===== src/rtl/core/spq_pkg.sv =====
// ----------------------------------------------------------------------------
// spq_pkg: shared definitions for the sorted priority queue
// Operation and status codes, field widths and the cell control struct.
// ----------------------------------------------------------------------------
package spq_pkg;

	localparam int VALUE_BITS = 32;
	localparam int PRIO_IN_BITS = 16;
	localparam int COUNT_BITS = 5;

	// operation codes
	localparam logic [1:0] OP_ENQUEUE = 2'd0;
	localparam logic [1:0] OP_DEQUEUE = 2'd1;
	localparam logic [1:0] OP_CLEAR   = 2'd2;

	// status codes
	localparam logic [1:0] ST_OK    = 2'd0;
	localparam logic [1:0] ST_EMPTY = 2'd1;
	localparam logic [1:0] ST_FULL  = 2'd2;

	// broadcast control from the top level to every cell
	typedef struct packed {
		logic enq;	// insert the new entry, cells at and behind it shift up
		logic deq;	// drop the head, all cells shift down
	} cell_ctl_t;

endpackage


===== src/rtl/core/spq_if.sv =====
// ----------------------------------------------------------------------------
// spq_if: request and response channels of the sorted priority queue
// Valid/ready channels; a transfer happens when valid and ready are both high.
// ----------------------------------------------------------------------------
interface spq_req_if;
	logic               valid;
	logic               ready;
	logic [1:0]         operation;
	logic signed [31:0] item_value;
	logic [15:0]        item_priority;

	modport source (output valid, operation, item_value, item_priority, input ready);
	modport sink (input valid, operation, item_value, item_priority, output ready);
endinterface

interface spq_rsp_if;
	logic               valid;
	logic               ready;
	logic signed [31:0] popped_value;
	logic [1:0]         status;
	logic [4:0]         count_after;
	logic signed [31:0] head_value;

	modport source (output valid, popped_value, status, count_after, head_value, input ready);
	modport sink (input valid, popped_value, status, count_after, head_value, output ready);
endinterface


===== src/rtl/core/sorted_priority_queue.sv =====
// ----------------------------------------------------------------------------
// sorted_priority_queue: priority queue kept as a sorted row of cells
// Enqueue, dequeue and clear requests with one response per request.
// ----------------------------------------------------------------------------
// The queue holds up to DEPTH (value, priority) entries in a row of cells kept
// in ascending priority order, head in cell 0. On a request, every cell
// compares its own priority with the incoming one in parallel and the row
// shifts by one place on the next clock edge, so a new request is accepted in
// every cycle and its response shows up in the output register the cycle after
// acceptance. The only thing that holds requests back is a response still
// waiting in the output register while the sink keeps ready low. A new entry
// whose priority equals the head's goes right behind the head; otherwise it
// goes in front of stored entries of equal priority. Enqueue on a full queue is
// dropped with status full, dequeue on an empty queue returns status empty, and
// operation code 3 leaves the queue as it is with status ok. Entry storage is
// not cleared at reset; only the fill count and the response valid flag are.
// ----------------------------------------------------------------------------
module sorted_priority_queue
	import spq_pkg::*;
#(
	parameter int DEPTH     = 16,
	parameter int PRIO_BITS = 16
) (
	input  logic     clk,
	input  logic     arst_n,
	spq_req_if.sink   req,
	spq_rsp_if.source rsp
);

	localparam int CW = $clog2(DEPTH + 1);
	localparam int PW_EXT = (PRIO_BITS > PRIO_IN_BITS) ? PRIO_BITS : PRIO_IN_BITS;

	// fill count and response register
	logic [CW-1:0]         count_q;
	logic                  rsp_valid_q;
	logic [VALUE_BITS-1:0] popped_q;
	logic [1:0]            status_q;
	logic [COUNT_BITS-1:0] count_after_q;
	logic [VALUE_BITS-1:0] head_q;

	// row wiring
	logic [VALUE_BITS-1:0] cell_value [DEPTH];
	logic [PRIO_BITS-1:0]  cell_prio  [DEPTH];
	logic                  cell_stay  [DEPTH];

	logic                  accept;
	logic                  full;
	logic                  empty;
	logic                  enq_ok;
	logic                  deq_ok;
	logic                  is_clear;
	logic [PW_EXT-1:0]     prio_ext;
	logic [PRIO_BITS-1:0]  prio_in;
	cell_ctl_t             ctl;
	logic [CW-1:0]         count_next;
	logic [1:0]            status_next;
	logic [VALUE_BITS-1:0] popped_next;
	logic [VALUE_BITS-1:0] head_next;

	// a request is taken whenever the output register is free or being drained
	assign req.ready = !rsp_valid_q || rsp.ready;
	assign accept    = req.valid && req.ready;

	// only the low PRIO_BITS of the priority are kept
	assign prio_ext = PW_EXT'(req.item_priority);
	assign prio_in  = prio_ext[PRIO_BITS-1:0];

	assign full     = (count_q == CW'(DEPTH));
	assign empty    = (count_q == '0);
	assign enq_ok   = (req.operation == OP_ENQUEUE) && !full;
	assign deq_ok   = (req.operation == OP_DEQUEUE) && !empty;
	assign is_clear = (req.operation == OP_CLEAR);

	// cells only move on an accepted request
	assign ctl.enq = accept && enq_ok;
	assign ctl.deq = accept && deq_ok;

	// row of cells, each looks at its two neighbors and the incoming entry
	for (genvar i = 0; i < DEPTH; i++) begin : g_cell
		logic                  occ;
		logic                  stay_l;
		logic [VALUE_BITS-1:0] val_l;
		logic [PRIO_BITS-1:0]  prio_l;
		logic [VALUE_BITS-1:0] val_r;
		logic [PRIO_BITS-1:0]  prio_r;

		assign occ = (CW'(i) < count_q);

		if (i == 0) begin : g_head
			// nothing in front of the head: it takes the new entry when it moves on an enqueue
			assign stay_l = 1'b1;
			assign val_l  = req.item_value;
			assign prio_l = prio_in;
		end else begin : g_body
			assign stay_l = cell_stay[i-1];
			assign val_l  = cell_value[i-1];
			assign prio_l = cell_prio[i-1];
		end

		if (i == DEPTH - 1) begin : g_tail
			// tail holds its contents on a dequeue, it is past the count anyway
			assign val_r  = cell_value[i];
			assign prio_r = cell_prio[i];
		end else begin : g_inner
			assign val_r  = cell_value[i+1];
			assign prio_r = cell_prio[i+1];
		end

		spq_cell #(
			.PRIO_BITS (PRIO_BITS),
			.FIRST     (i == 0)
		) u_cell (
			.clk         (clk),
			.ctl         (ctl),
			.occupied    (occ),
			.new_value   (req.item_value),
			.new_prio    (prio_in),
			.stay_left   (stay_l),
			.left_value  (val_l),
			.left_prio   (prio_l),
			.right_value (val_r),
			.right_prio  (prio_r),
			.stay        (cell_stay[i]),
			.value       (cell_value[i]),
			.prio        (cell_prio[i])
		);
	end

	// response contents, computed from the row before it shifts
	always_comb begin
		count_next  = count_q;
		status_next = ST_OK;
		popped_next = '0;
		if (req.operation == OP_ENQUEUE && full) begin
			status_next = ST_FULL;
		end
		if (req.operation == OP_DEQUEUE && empty) begin
			status_next = ST_EMPTY;
		end
		if (enq_ok) begin
			count_next = count_q + CW'(1);
		end else if (deq_ok) begin
			count_next  = count_q - CW'(1);
			popped_next = cell_value[0];
		end else if (is_clear) begin
			count_next = '0;
		end

		// head after the step
		if (count_next == '0) begin
			head_next = '0;
		end else if (enq_ok && !cell_stay[0]) begin
			head_next = req.item_value;
		end else if (deq_ok) begin
			head_next = cell_value[1];
		end else begin
			head_next = cell_value[0];
		end
	end

	// fill count and response valid
	always_ff @(posedge clk or negedge arst_n) begin
		if (!arst_n) begin
			count_q     <= '0;
			rsp_valid_q <= 1'b0;
		end else begin
			if (accept) begin
				count_q     <= count_next;
				rsp_valid_q <= 1'b1;
			end else if (rsp.ready) begin
				rsp_valid_q <= 1'b0;
			end
		end
	end

	// response payload
	always_ff @(posedge clk) begin
		if (accept) begin
			popped_q      <= popped_next;
			status_q      <= status_next;
			count_after_q <= COUNT_BITS'(count_next);
			head_q        <= head_next;
		end
	end

	assign rsp.valid        = rsp_valid_q;
	assign rsp.popped_value = popped_q;
	assign rsp.status       = status_q;
	assign rsp.count_after  = count_after_q;
	assign rsp.head_value   = head_q;

endmodule


===== src/rtl/core/spq_cell.sv =====
// ----------------------------------------------------------------------------
// spq_cell: one slot of the sorted entry row
// Holds one value and priority, compares against the incoming priority and
// takes the new entry or a neighbor's entry when the row shifts.
// ----------------------------------------------------------------------------
module spq_cell
	import spq_pkg::*;
#(
	parameter int  PRIO_BITS = 16,
	parameter bit  FIRST     = 1'b0
) (
	input  logic                  clk,
	input  cell_ctl_t             ctl,
	input  logic                  occupied,
	input  logic [VALUE_BITS-1:0] new_value,
	input  logic [PRIO_BITS-1:0]  new_prio,
	input  logic                  stay_left,
	input  logic [VALUE_BITS-1:0] left_value,
	input  logic [PRIO_BITS-1:0]  left_prio,
	input  logic [VALUE_BITS-1:0] right_value,
	input  logic [PRIO_BITS-1:0]  right_prio,
	output logic                  stay,
	output logic [VALUE_BITS-1:0] value,
	output logic [PRIO_BITS-1:0]  prio
);

	logic [VALUE_BITS-1:0] value_q;
	logic [PRIO_BITS-1:0]  prio_q;

	// head keeps its place on a tie, the others let the new entry in front
	always_comb begin
		if (FIRST) begin
			stay = occupied && (prio_q <= new_prio);
		end else begin
			stay = occupied && (prio_q < new_prio);
		end
	end

	always_ff @(posedge clk) begin
		if (ctl.enq && !stay) begin
			if (stay_left) begin
				value_q <= new_value;
				prio_q  <= new_prio;
			end else begin
				value_q <= left_value;
				prio_q  <= left_prio;
			end
		end else if (ctl.deq) begin
			value_q <= right_value;
			prio_q  <= right_prio;
		end
	end

	assign value = value_q;
	assign prio  = prio_q;

endmodule


===== src/flat_wrapper.sv =====
// flat-port wrapper written by rule: the top's interface ports become plain ports
module sorted_priority_queue_flat import spq_pkg::*;
#(
	parameter int DEPTH     = 16,
	parameter int PRIO_BITS = 16
)
  (clk, arst_n, req_valid, req_operation, req_item_value, req_item_priority, req_ready, rsp_valid, rsp_popped_value, rsp_status, rsp_count_after, rsp_head_value, rsp_ready);
  spq_req_if req_i ();
  spq_rsp_if rsp_i ();
  input  logic clk;
  input  logic arst_n;
  input wire logic [$bits(req_i.valid)-1:0] req_valid;
  input wire logic [$bits(req_i.operation)-1:0] req_operation;
  input wire logic [$bits(req_i.item_value)-1:0] req_item_value;
  input wire logic [$bits(req_i.item_priority)-1:0] req_item_priority;
  output wire logic [$bits(req_i.ready)-1:0] req_ready;
  output wire logic [$bits(rsp_i.valid)-1:0] rsp_valid;
  output wire logic [$bits(rsp_i.popped_value)-1:0] rsp_popped_value;
  output wire logic [$bits(rsp_i.status)-1:0] rsp_status;
  output wire logic [$bits(rsp_i.count_after)-1:0] rsp_count_after;
  output wire logic [$bits(rsp_i.head_value)-1:0] rsp_head_value;
  input wire logic [$bits(rsp_i.ready)-1:0] rsp_ready;
  assign req_i.valid = req_valid;
  assign req_i.operation = req_operation;
  assign req_i.item_value = req_item_value;
  assign req_i.item_priority = req_item_priority;
  assign req_ready = req_i.ready;
  assign rsp_valid = rsp_i.valid;
  assign rsp_popped_value = rsp_i.popped_value;
  assign rsp_status = rsp_i.status;
  assign rsp_count_after = rsp_i.count_after;
  assign rsp_head_value = rsp_i.head_value;
  assign rsp_i.ready = rsp_ready;
  sorted_priority_queue #(.DEPTH(DEPTH), .PRIO_BITS(PRIO_BITS)) u_core (.clk(clk), .arst_n(arst_n), .req(req_i), .rsp(rsp_i));
endmodule

===== config.mk =====
export PLATFORM = sky130hd
export DESIGN_NAME = sorted_priority_queue_flat
export DESIGN_NICKNAME = d
export VERILOG_FILES = /design/src/rtl/core/spq_pkg.sv /design/src/rtl/core/spq_if.sv /design/src/rtl/core/sorted_priority_queue.sv /design/src/rtl/core/spq_cell.sv /design/src/flat_wrapper.sv
export SDC_FILE = /design/constraint.sdc
export NUM_CORES = 2
export LEC_CHECK = 0
export BUFFER_PORTS_ARGS = -buffer_cell sky130_fd_sc_hd__buf_4
export CAP_MARGIN = 20
export CORE_MARGIN = 10
export CORE_UTILIZATION = 40
export DETAILED_ROUTE_END_ITERATION = 16
export PLACE_DENSITY = 0.61
export SYNTH_ARGS = -nofsm -noshare
export SYNTH_HDL_FRONTEND = slang
export SYNTH_SLANG_ARGS = --single-unit

===== constraint.sdc =====
create_clock -name clk -period 6.5 [get_ports clk]
set_clock_uncertainty 0.15 [all_clocks]
set_input_delay 0.325 -clock clk [delete_from_list [all_inputs] [get_ports clk]]
set_output_delay 0.325 -clock clk [all_outputs]
set_load 0.01 [all_outputs]

==> results_tabular.tex <==
\begin{tabular}{lr}
\hline
Metric & Value \\
\hline
\multicolumn{2}{l}{\textbf{Worst hold path}} \\
Worst hold stages & 2 \\
Type of the tightest min-delay check & in2reg \\
\multicolumn{2}{l}{\textbf{GRT}} \\
Overflow left after global routing & 0 \\
Number of antenna violations at the first check in global routing & 5 \\
All-Layer GR Usage & 0.218 \\
First-pass GRT wire length & 229000 µm \\
Largest net degree at the start of global routing & 162 \\
Via count of the first global-routing pass & around 35000 \\
\multicolumn{2}{l}{\textbf{Synthesis}} \\
Leading area contributor after synthesis & sky130\_fd\_sc\_hd\_\_edfxtp\_1 \\
Leading cell types by total area after synthesis & sky130\_fd\_sc\_hd\_\_edfxtp\_1 (52\%), sky130\_fd\_sc\_hd\_\_mux2i\_1 (12\%), sky130\_fd\_sc\_hd\_\_a21oi\_1 (10\%) \\
FFs w/ async S/R, synth & 0.00710 \\
Top cell type's share of synthesized area & 0.522 \\
Proportion of synthesized chip area in sequential cells & 0.525 \\
Count of mapped cells out of synthesis & 4158 \\
Largest family of logic cells by synthesized area & multiplexers \\
Synthesized area & slightly below 0.05 mm² \\
Distinct cells, synth & 64 \\
Synth Net Count & 4457 \\
Synth Area in Adders & 0.0635 \\
Count of flip-flops with a built-in enable after synthesis & roughly 840 \\
Xor/xnor cell area share of the yosys netlist & 0.000181 \\
Number of synthesis warnings & 0 \\
Mean cell area of the mapped netlist & around 12 µm² \\
Share of cell area taken by muxes after synthesis & 0.184 \\
Fraction of the mapped netlist area in simple logic gates & 0.0528 \\
Primary FF master, synth & sky130\_fd\_sc\_hd\_\_edfxtp\_1 \\
Compound-gate portion of the synthesized area & 0.140 \\
Number of register bits inferred by synthesis & roughly 850 \\
\multicolumn{2}{l}{\textbf{Power}} \\
Power density cells & approximately 380 mW/mm² \\
Leakage Power & 21.9 nW \\
Internal Pwr Total & between 10 and 15 mW \\
Relative contribution of combinational cells to total power & 0.369 \\
Share of total power in sequential cells & 0.373 \\
Part of the power in the clock network & 0.258 \\
Switching power share of the total & 0.373 \\
Total Power Consumption & 20.5 mW \\
Largest vdd supply drop & about 0.41 mV \\
Power spent charging and discharging nets & 7.67 mW \\
\multicolumn{2}{l}{\textbf{Floorplan}} \\
Height of the die & 367 µm \\
Die Width & 367 µm \\
Total Die Area & approximately 0.14 mm² \\
Number of top-level design ports & around 130 \\
Initial core utilization & 0.403 \\
Std-Cell Core Area & approximately 0.12 mm² \\
Cell Rows & between 100 and 150 \\
\multicolumn{2}{l}{\textbf{Timing}} \\
Number of setup violations in the final report & 0 \\
Time the final worst path needs with I/O delays and setup & 4.95 ns \\
Unrepaired setup endpoints after global routing & false \\
Setup TNS Final & 0 ns \\
Final period util & 0.761 \\
Rel. slew slack & 0.221 \\
Highest Clock Rate & $\sim$200 MHz \\
Number of max-slew violations in the final report & 0 \\
Final number of hold-violating endpoints & 0 \\
Actual slew at the worst max-slew pin & approximately 1.2 ns \\
\multicolumn{2}{l}{\textbf{Critical path}} \\
Kind of launch point of the worst setup path & input port \\
R2R Path Start & u\_core.count\_q[1]\$\_DFFE\_PN0P\_ \\
Data required time of the worst path & about 6.7 ns \\
Reg2Reg Setup Slack & roughly 1.6 ns \\
Reg-to-reg critical path endpoint & u\_core.g\_cell[13].u\_cell.value[5]\$\_DFFE\_PP\_ \\
Critical path type & in2reg \\
Number of cells traversed by the worst register-to-register path & 9 \\
Origin of the worst setup path & req\_item\_priority[13] \\
CP Max Fanout & 38 \\
CP arrival & 5.12 ns \\
CP endpoint & u\_core.g\_cell[0].u\_cell.value[12]\$\_DFFE\_PP\_ \\
Crit. End Element & flop \\
\multicolumn{2}{l}{\textbf{Layout}} \\
Signed area change from the synthesized netlist to the final layout & 12.1\% \\
Final std cell area, no fill & 0.0541 mm² \\
Post-layout net count & between 4000 and 5000 \\
Commonest cells after routing, fill and taps aside & sky130\_fd\_sc\_hd\_\_a21oi\_1 (978), sky130\_fd\_sc\_hd\_\_edfxtp\_1 (839), sky130\_fd\_sc\_hd\_\_mux2i\_1 (579) \\
Proportion of layout cells with a drive suffix above 1 & 0.157 \\
Core occupancy in the finished layout & 0.451 \\
Final std cells w/o fill & a little under 6000 \\
Most frequent standard cell in the layout excluding fill and tap cells & sky130\_fd\_sc\_hd\_\_a21oi\_1 \\
\multicolumn{2}{l}{\textbf{CTS}} \\
Maximum number of buffers from clock root to sink & 3 \\
Post-CTS clock slew at the launch and capture registers of the worst setup and hold paths & $\sim$0.060 ns \\
Clk Tree Root Cell & sky130\_fd\_sc\_hd\_\_clkbuf\_16 \\
Sink count of the clock tree & 845 \\
Number of H-tree branching levels & 3 \\
Post-CTS setup buffer count & 0 \\
TritonCTS clock tree & yes \\
Hold-fix buffers at CTS & 50 \\
Number of buffers created by CTS & 97 \\
Source-to-sink clock delay at the later pin of the worst-skew pair & 0.71 ns \\
Cells resized by post-CTS repair & 0 \\
\multicolumn{2}{l}{\textbf{Placed design}} \\
Total cell area at the placement stage & roughly 0.051 mm² \\
GP Congestion & a little over 0.9 \\
Cells after DPL & 5597 \\
HPWL after detailed placement & around 95000 µm \\
Number of input and output port buffers inserted & between 100 and 150 \\
\multicolumn{2}{l}{\textbf{Drt}} \\
Vias per std cell & roughly 6.1 \\
Routed wire length & roughly 150000 µm \\
Detail Route Antenna Nets & 0 \\
Number of detailed-route iterations in the first pass & 6 \\
Total via count after detailed routing & around 35000 \\
Initial drt markers & roughly 3300 \\
Routed wire length per instance & between 20 and 30 µm \\
DRC violation count after routing & 0 \\
\multicolumn{2}{l}{\textbf{Outcome}} \\
Outcome & finished clean \\
\multicolumn{2}{l}{\textbf{Job}} \\
Number of max-capacitance violations reported & 0 \\
\hline
\end{tabular}
worst min-delay path by stage:
stage,slack (ns),from,to
2_1_floorplan,-0.12,arst_n,u_core.count_q[0]$_DFFE_PN0P_
3_3_place_gp,0.05,arst_n,u_core.count_q[4]$_DFFE_PN0P_
3_5_place_dp,0.05,arst_n,u_core.count_q[4]$_DFFE_PN0P_
4_1_cts,0.0006,req_item_priority[10],u_core.g_cell[15].u_cell.prio[10]$_DFFE_PP_
5_1_grt,0.02,req_item_priority[10],u_core.g_cell[15].u_cell.prio[10]$_DFFE_PP_
6_report,0.01,req_item_priority[10],u_core.g_cell[15].u_cell.prio[10]$_DFFE_PP_
critical path, cell delays in order:
cell	delay (ns)
sky130_fd_sc_hd__dlygate4sd3_1	0.63
sky130_fd_sc_hd__buf_4	0.28
sky130_fd_sc_hd__inv_1	0.25
sky130_fd_sc_hd__buf_4	0.25
sky130_fd_sc_hd__ha_1	0.31
sky130_fd_sc_hd__nand4_1	0.16
sky130_fd_sc_hd__nor4_1	0.39
sky130_fd_sc_hd__a21boi_1	0.33
sky130_fd_sc_hd__o41ai_4	0.13
sky130_fd_sc_hd__or2_2	0.70
sky130_fd_sc_hd__a21oi_4	0.58
sky130_fd_sc_hd__buf_4	0.68
registers in the layout, indices dropped and copies added, names as in the netlist:
register and count:
u_core.g_cell.u_cell.value 512, u_core.g_cell.u_cell.prio 256, u_core.rsp.head_value 32, u_core.rsp.popped_value 32, u_core.count_q 5, u_core.rsp.count_after 5
u_core.rsp.status 2, u_core.rsp.valid 1
cells by family after synthesis:
family,count (synthesis)
AOI/OAI and AO/OA,1249
muxes,852
DFF,845
and+or+nand+nor,555
buffers and inverters,411
adders and majority gates,245
xor gates and xnor gates,1
cell usage after synthesis (all sizes together), types with 2 or more instances:
master / count
nand2b: 24
dfrtp: 6
nand2: 179
nor2b: 13
a221o: 6
a211oi: 16
a221oi: 8
buf: 117
a211o: 3
nor3b: 3
a311oi: 33
clkbuf: 272
nor2: 176
a2111o: 2
a41o: 3
a31oi: 4
mux2: 273
edfxtp: 839
mux2i: 579
or2: 5
o211ai: 13
a2111oi: 4
inv: 22
a21o: 33
nand4: 25
o2111ai: 3
and3: 15
a21oi: 981
and4: 3
nor4: 5
nor3: 47
nand3: 14
ha: 245
a22oi: 2
o21ai: 122
a21boi: 3
and2: 41
o21a: 4
cell type report:
cell class	instances	area (µm²)
Sequential cell	845	25300
Timing Repair Buffer	267	2240
Fill cell	11000	65800
Inverter	22	85.1
Multi-Input combinational cell	2902	21500
Clock inverter	47	408
Clock buffer	124	2550
Tap cell	1612	2020
Antenna cell	2	5.00
power by group through the flow:
stage / combinational (mW) / sequential (mW) / clock (mW)
2_1_floorplan: 5.25 / 7.58 / 0
3_3_place_gp: 7.39 / 7.75 / 0
3_5_place_dp: 7.47 / 7.75 / 0
4_1_cts: 7.53 / 7.65 / 5.35
5_1_grt: 8.10 / 7.73 / 5.54
6_report: 7.59 / 7.66 / 5.29
per-stage QoR:
| stage | worst slack [ns] | hold slack, ns |
|---|---|---|
| 6_report | 1.55 | 0.0125 |
| 5_1_grt | 1.38 | 0.0250 |
| 4_1_cts | 1.64 | 0.000559 |
| 3_5_place_dp | 1.61 | 0.0462 |
| 3_3_place_gp | 1.28 | 0.0457 |
| 2_1_floorplan | 1.18 | -0.121 |
per-layer routing:
metal / GRT usage / wire, µm
met1: 0.299 / 67200
met2: 0.352 / 71400
met3: 0.0260 / 9220
met4: 0.0815 / 5680
met5: 0 / 13
Note: power is estimated with default switching activity, not from simulation.
